--- src/sv/bounded_substring_search_defines.svh ---
// Assertion macros shared by the search block.
// Each macro takes a label, the clock, the active-low reset, an antecedent and a consequent.
`ifndef BOUNDED_SUBSTRING_SEARCH_DEFINES_SVH
`define BOUNDED_SUBSTRING_SEARCH_DEFINES_SVH
`ifndef SYNTHESIS
`define BSS_ASSERT_IMP(label, clk, rst_n, ante, cons) \
  label: assert property (@(posedge clk) disable iff (!rst_n) (ante) |-> (cons)) \
    else $error("bss: same-cycle check failed");
`define BSS_ASSERT_NXT(label, clk, rst_n, ante, cons) \
  label: assert property (@(posedge clk) disable iff (!rst_n) (ante) |=> (cons)) \
    else $error("bss: next-cycle check failed");
`else
`define BSS_ASSERT_IMP(label, clk, rst_n, ante, cons)
`define BSS_ASSERT_NXT(label, clk, rst_n, ante, cons)
`endif
`endif

--- src/sv/bss_pkg.sv ---
`default_nettype none

package bss_pkg;

  localparam int unsigned PATTERN_BYTES_DEF = 128;
  localparam int unsigned BUFFER_BYTES_DEF  = 4096;

  localparam int unsigned INDEX_W  = 7;
  localparam int unsigned BYTE_W   = 8;
  localparam int unsigned LENGTH_W = 8;
  localparam int unsigned OFFSET_W = 12;

  // Item kinds carried in tuser on the input side
  localparam logic KIND_PATTERN = 1'b0;
  localparam logic KIND_DATA    = 1'b1;

  // Pattern store write request
  typedef struct packed {
    logic               we;
    logic [INDEX_W-1:0] index;
    logic [BYTE_W-1:0]  data;
  } bss_pat_wr_t;

  // Window push request
  typedef struct packed {
    logic              push;
    logic [BYTE_W-1:0] data;
  } bss_push_t;

endpackage

`default_nettype wire

--- src/sv/bss_pattern.sv ---
`default_nettype none

module bss_pattern
  import bss_pkg::*;
#(
  parameter int unsigned PATTERN_BYTES = PATTERN_BYTES_DEF
) (
  input  wire logic                              clk_i,
  input  wire bss_pat_wr_t                       wr_i,
  output logic        [PATTERN_BYTES*BYTE_W-1:0] pattern_o
);

  logic [PATTERN_BYTES*BYTE_W-1:0] pat_q;

  // Decode per entry; indexes at or above the store depth match no entry and drop.
  for (genvar e = 0; e < PATTERN_BYTES; e++) begin : g_entry
    always_ff @(posedge clk_i) begin
      if (wr_i.we && (9'(wr_i.index) == 9'(e))) begin
        pat_q[e*BYTE_W +: BYTE_W] <= wr_i.data;
      end
    end
  end

  assign pattern_o = pat_q;

endmodule

`default_nettype wire

--- config.mk ---
export PLATFORM = sky130hd
export DESIGN_NAME = bss_pattern
export DESIGN_NICKNAME = d
export VERILOG_FILES = /design/src/sv/bounded_substring_search_defines.svh /design/src/sv/bss_pkg.sv /design/src/sv/bss_pattern.sv
export SDC_FILE = /design/constraint.sdc
export NUM_CORES = 1
export LEC_CHECK = 0
export ABC_CLOCK_PERIOD_IN_PS = 4600
export BUFFER_PORTS_ARGS = -buffer_cell sky130_fd_sc_hd__buf_4
export CORE_AREA = 2 2 405 407
export CTS_BUF_LIST = sky130_fd_sc_hd__clkbuf_8 sky130_fd_sc_hd__clkbuf_16
export DETAILED_ROUTE_END_ITERATION = 16
export DIE_AREA = 0 0 407 409
export GPL_TIMING_DRIVEN = 0
export PLACE_DENSITY = 0.37
export SLEW_MARGIN = 15
export SYNTH_ARGS = -nofsm -noshare
export SYNTH_HDL_FRONTEND = slang
export SYNTH_SLANG_ARGS = --single-unit
--- constraint.sdc ---
create_clock -name clk_i -period 4.6 [get_ports clk_i]
set_input_delay 0.23 -clock clk_i [delete_from_list [all_inputs] [get_ports clk_i]]
set_output_delay 0.23 -clock clk_i [all_outputs]
set_load 0.03 [all_outputs]
==> results.txt, run 1 <==
status: completed
initial antenna violation count: 9
max-slew violations: 0
Synth Register Bits: 1024
CP required: 4.91 ns
unrepaired setup endpoints after global routing: no
Layout fillers: 16.1k
Post-CTS Resized: 0
PortBufs: 1040
Max Freq: 367 MHz
NumNets Final: 2434
Hold WC Path Type: primary input to register
CTS Buffer Depth: 3
Slew @ Worst Pin: 1.11 ns
GPL Wtd Cong: 0.734
Syn Area/Cell: 26.0 sq um
largest cells by area after synthesis: edfxtp_1 97%, nor2_1 0.99%, nor3_1 0.53%
CTS H-tree lvls: 3
core box area: 162000 sq um
GRT Util Overall: 14.3%
max reg flops: 1024
CTS root buf: clkbuf_16
Power Density: 422 nW/um^2
post-route minimum period: 2.72 ns
Syn Inst Count: 1227
final core occ: 28.8%
startpoint types: primary input
Ports: 1041
layout cell share with drive strength beyond 1: 51.4%
yosys synthesis warning count: 0
total power draw: 0.0197 W
sequential area share after synthesis: 96.5%
per-cell routed wire length: 26.7 um
TritonCTS Sinks: 1024
post-synth cell types: 15
setup violators final: 0
Max rail drop VDD: 0.000292 V
DRT iter0 DRCs: 983
vias in the first global route: 17.7k
Design Area, Final: 46700 sq um
# DRC: 0
cts bufs inserted: 111
Final Cycle Share: 59.2%
First-pass DRT Iterations: 5
row cnt: 148
Syn Nets: 1244
total congestion overflow: 0
hold_sp: wr_i[15]
die area: 166000 sq um
die width: 407 um
largest net degree at the start of global routing: 69
Yosys top cell area share: 96.5%
Worst Setup End Kind: register
DP Area: 43000 sq um
biggest area consumer among synthesized cells: edfxtp_1
Leak: 16.5 nW
CTS tree: done
Hold WS: 0.438 ns
antenna-violating nets left: 0
Starting Density: 19.7%
Slew HR: 25.8%
Worst-path clk slew: 0.06 ns
maxcap violations: 0
crit path max fanout: 10
first-pass GRT wire length: 162000 um
post-place setup slack: 0.918 ns
Final Hold Fails: 0
area delta synth->final: 46.7%
die span in y: 409 um
overall routed net length: 125000 um
critical path class: primary input to register
via count: 17.4k
hpwl dp: 87700 um
Synth Cell Area: 31900 sq um
CP arrival: 3.04 ns
area of the multi-input gates: 1140 sq um
Final Worst Setup Slack: 1.88 ns
FF+latch area: 30700 sq um
vias per cell: 3.71
critical path startpoint: wr_i[9]
## metrics by stage
stage	std cells	TNS (ns)
floorplan	1227	0
global placement	4442	-0.191
detailed placement	4471	0
CTS	4678	0
global route	4679	0
finish	4680	0
## cell usage in the layout, fill, tap and decap left out, drive strengths merged, types with 4 or more instances in the layout
master / instances
nand4b: 12
bufinv: 14
clkinv: 44
nand4bb: 11
inv: 23
nand2b: 5
edfxtp: 1024
nand4: 4
clkbuf: 130
clkinvlp: 7
dlygate4sd3: 8
nand2: 4
nor3: 44
or4b: 7
nor2: 84
buf: 1079
## layer usage
layer | routed length [um] | track usage, %
met3 | 11200 | 5.34
met1 | 45400 | 15.6
met4 | 3210 | 4.10
met2 | 65200 | 25.7
met5 | 55 | 0
## synthesized netlist by cell type, drive strengths merged
| cell type | count |
|---|---|
| clkbuf | 19 |
| edfxtp | 1024 |
| nor2 | 84 |
| or4b | 7 |
| or4 | 1 |
| nand4bb | 11 |
| nand4b | 12 |
| nor3 | 44 |
| buf | 10 |
| nand2b | 5 |
| or2 | 2 |
| nand2 | 4 |
| nand4 | 4 |
## path summary, 6_finish.rpt
check | to | cells after the start | slack (ns)
min | pattern_o[203] | 4 | 0.44
max | pattern_o[732] | 5 | 1.88
## repair_timing
action | in CTS | in global routing
endpoints found under the setup margin | 0 | 0
setup buffers | 0 | 0
hold buffers | 8 | 0
hold endpoints to repair | 219 | 0
## cell type report
type	count	share of cell area (%)
plain buffers	29	0.273
flip-flops and latches	1024	65.8
multi-input cells	174	2.44
repair buffers	1077	17.9
clock inverters	88	1.85
well taps	2175	5.82
clock buffers	111	5.94
diodes	2	0.0107
## critical path, stage by stage
cell,delay (ns)
buf_4,0.13
buf_2,0.28
buf_2,0.36
nand4b_1,0.85
nor2_1,1.13
## cell families (layout without fill, tap and decap cells)
kind of cell	count (synthesis)	count (layout)	synth area share, %
simple gates	174	174	3.06
buf+inv	29	1305	0.401
other cells	0	2	0
flops	1024	1024	96.5
## power by group
part	total (W)	internal, W	switching [W]
Sequential	0.0103	0.0103	0.00000975
Combinational	0.000509	0.0000957	0.000414
Clock	0.00891	0.00518	0.00372
Total	0.0197	0.0156	0.00415
Note: power is estimated with default switching activity, not from simulation.
==> inputs of run 2 (changes only) <==
Settings changed: ABC_CLOCK_PERIOD_IN_PS 4600 to 2800, CORE_AREA 2 2 405 407 to 2 2 409 411, DIE_AREA 0 0 407 409 to 0 0 411 413.
Clock period 4.6 ns to 2.8 ns, I/O delays scaled along.
==> run 2 against run 1 <==
Non-clock buffer count down 8. Flip-flop and latch count stayed put. Setup slack got worse by 1.7 ns. Cell count increased by 0.81%. Sequential power rose by 64%. Sequential share of layout area fell by 0.23 points. First-iteration DRC count decreased by 0.71%. Hold slack got worse by 0.16 ns. Routed wire length shrank 0.92%. Total power rose by 67%. Combinational power up 64%.
==> results.txt, run 2 (synthesis gave the netlist of run 1 again) <==
status: completed
First-pass DRT Iterations: 5 (unchanged)
CP delay by family, top: simple AND/OR/NAND/NOR gates
via count: 17.3k (-0.60%)
Slew HR: 24.4% (-1.4 points)
CP arrival: 3.00 ns (-0.04 ns)
Leak: 16.6 nW (+0.27%)
PortBufs: 1040 (unchanged)
Hold WS: 0.276 ns (-0.161 ns)
CTS tree: done
area delta synth->final: 47.2%
most frequent cells in the layout: 1038 x buf_4, 1024 x edfxtp_1, 114 x clkbuf_16
critical path class: primary input to register
post-route minimum period: 2.63 ns
TritonCTS Sinks: 1024 (unchanged)
FF+latch area: 30700 sq um (unchanged)
most common cell after layout, fill and taps aside: buf_4
cts bufs inserted: 113 (+1.8%)
Worst path max stage delay: 1.11 ns (-0.02 ns)
startpoint types: primary input
Final Hold Fails: 0 (unchanged)
setup violators final: 0 (unchanged)
Worst-path clk slew: 0.06 ns (about the same)
maxcap violations: 0 (unchanged)
total power draw: 0.0330 W (+67%)
row cnt: 150 (+1.4%)
die width: 411 um (+0.98%)
unrepaired setup endpoints after global routing: yes
vias in the first global route: 17.6k (-0.65%)
CTS H-tree lvls: 3 (unchanged)
CP required: 3.18 ns (-1.73 ns)
Max rail drop VDD: 0.000471 V (+61%)
Layout Cells excl Fill: 4718 (+0.81%)
antenna-violating nets left: 0 (unchanged)
NumNets Final: 2428 (-0.25%)
crit path max fanout: 10 (unchanged)
Placed Cells: 4492 (+0.47%)
per-cell routed wire length: 26.3 um (-1.7%)
vias per cell: 3.66 (-1.4%)
Max Freq: 381 MHz
GPL Wtd Cong: 0.759 (+3.4%)
Starting Density: 19.2% (-0.46 points)
total congestion overflow: 0 (unchanged)
final core occ: 28.3% (-0.57 points)
highest-delay cell along the critical path: nor2_1
hold_sp: wr_i[9]
core box area: 166000 sq um (+2.4%)
CTS Buffer Depth: 3 (unchanged)
GRT Util Overall: 13.9% (-0.43 points)
Slew @ Worst Pin: 1.13 ns (+0.0162 ns)
CP bufs+invs: 2 (-1)
Worst Setup End Kind: register
initial antenna violation count: 5 (-4)
die span in y: 413 um (+0.98%)
area of the multi-input gates: 1130 sq um (-0.66%)
Ports: 1041 (unchanged)
DRT iter0 DRCs: 976 (-0.71%)
Layout fillers: 16.6k (+3.1%)
hpwl dp: 86400 um (-1.5%)
first-pass GRT wire length: 160000 um (-1.1%)
Hold WC Path Type: primary input to register
largest net degree at the start of global routing: 70 (+1.4%)
Power Density: 703 nW/um^2 (+67%)
layout cell share with drive strength beyond 1: 51.5% (+0.075 points)
critical path startpoint: wr_i[10]
overall routed net length: 124000 um (-0.92%)
critical-path cell list: buf_4, clkbuf_1, nand4b_1, nor2_1
Final Cycle Share: 93.8%
die area: 170000 sq um (+2.0%)
CTS root buf: clkbuf_16
max reg flops: 1024 (unchanged)
max-slew violations: 0 (unchanged)
# DRC: 0 (unchanged)
run 2: stage by stage:
step                setup WS [ns]  TNS, ns  cell area [sq um]
floorplan                   0.941        0              31900
global placement            -1.30  -310.94              42400
detailed placement          -1.15  -229.70              42900
CTS                       -0.0145   -0.109              46800
global route              -0.0953    -1.89              46900
finish                      0.172        0              46900
run 2: timing repair:
item | 4_1_cts | 5_1_grt
hold buffers | 8 | 0
setup buffers | 0 | 0
endpoints found under the hold margin | 490 | 0
gates resized for setup | 4 | 0
setup endpoints to repair | 32 | 39
run 2: metal layers:
metal / vias up / part of all wire, % / track usage (%)
met1: 9017 / 37 / 15.3
met4: 8 / 2.8 / 4.97
met2: 734 / 52 / 24.5
met5: - / 0.042 / 0
met3: 157 / 8.4 / 5.08
li1: 7335 / - / -
run 2: cell type report:
class / instances / area share [%]
Sequential cell: 1024 / 65.6
Timing Repair Buffer: 1069 / 17.7
Clock buffer: 114 / 6.08
Tap cell: 2204 / 5.88
Multi-Input combinational cell: 174 / 2.41
Clock inverter: 101 / 2.09
Buffer: 29 / 0.272
Antenna cell: 3 / 0.0160
run 2: worst paths after layout:
| kind | to | slack (ns) | cells after the start |
|---|---|---|---|
| setup / recovery | pattern_o[767] | 0.17 | 4 |
| hold / removal | pattern_o[996] | 0.28 | 4 |
run 2: report_power, final:
group	switching [W]	total [W]	internal, W	leakage, nW
Combinational	0.000679	0.000837	0.000158	5.44
Clock	0.00635	0.0152	0.00884	1.92
Sequential	0.0000156	0.0169	0.0169	9.21
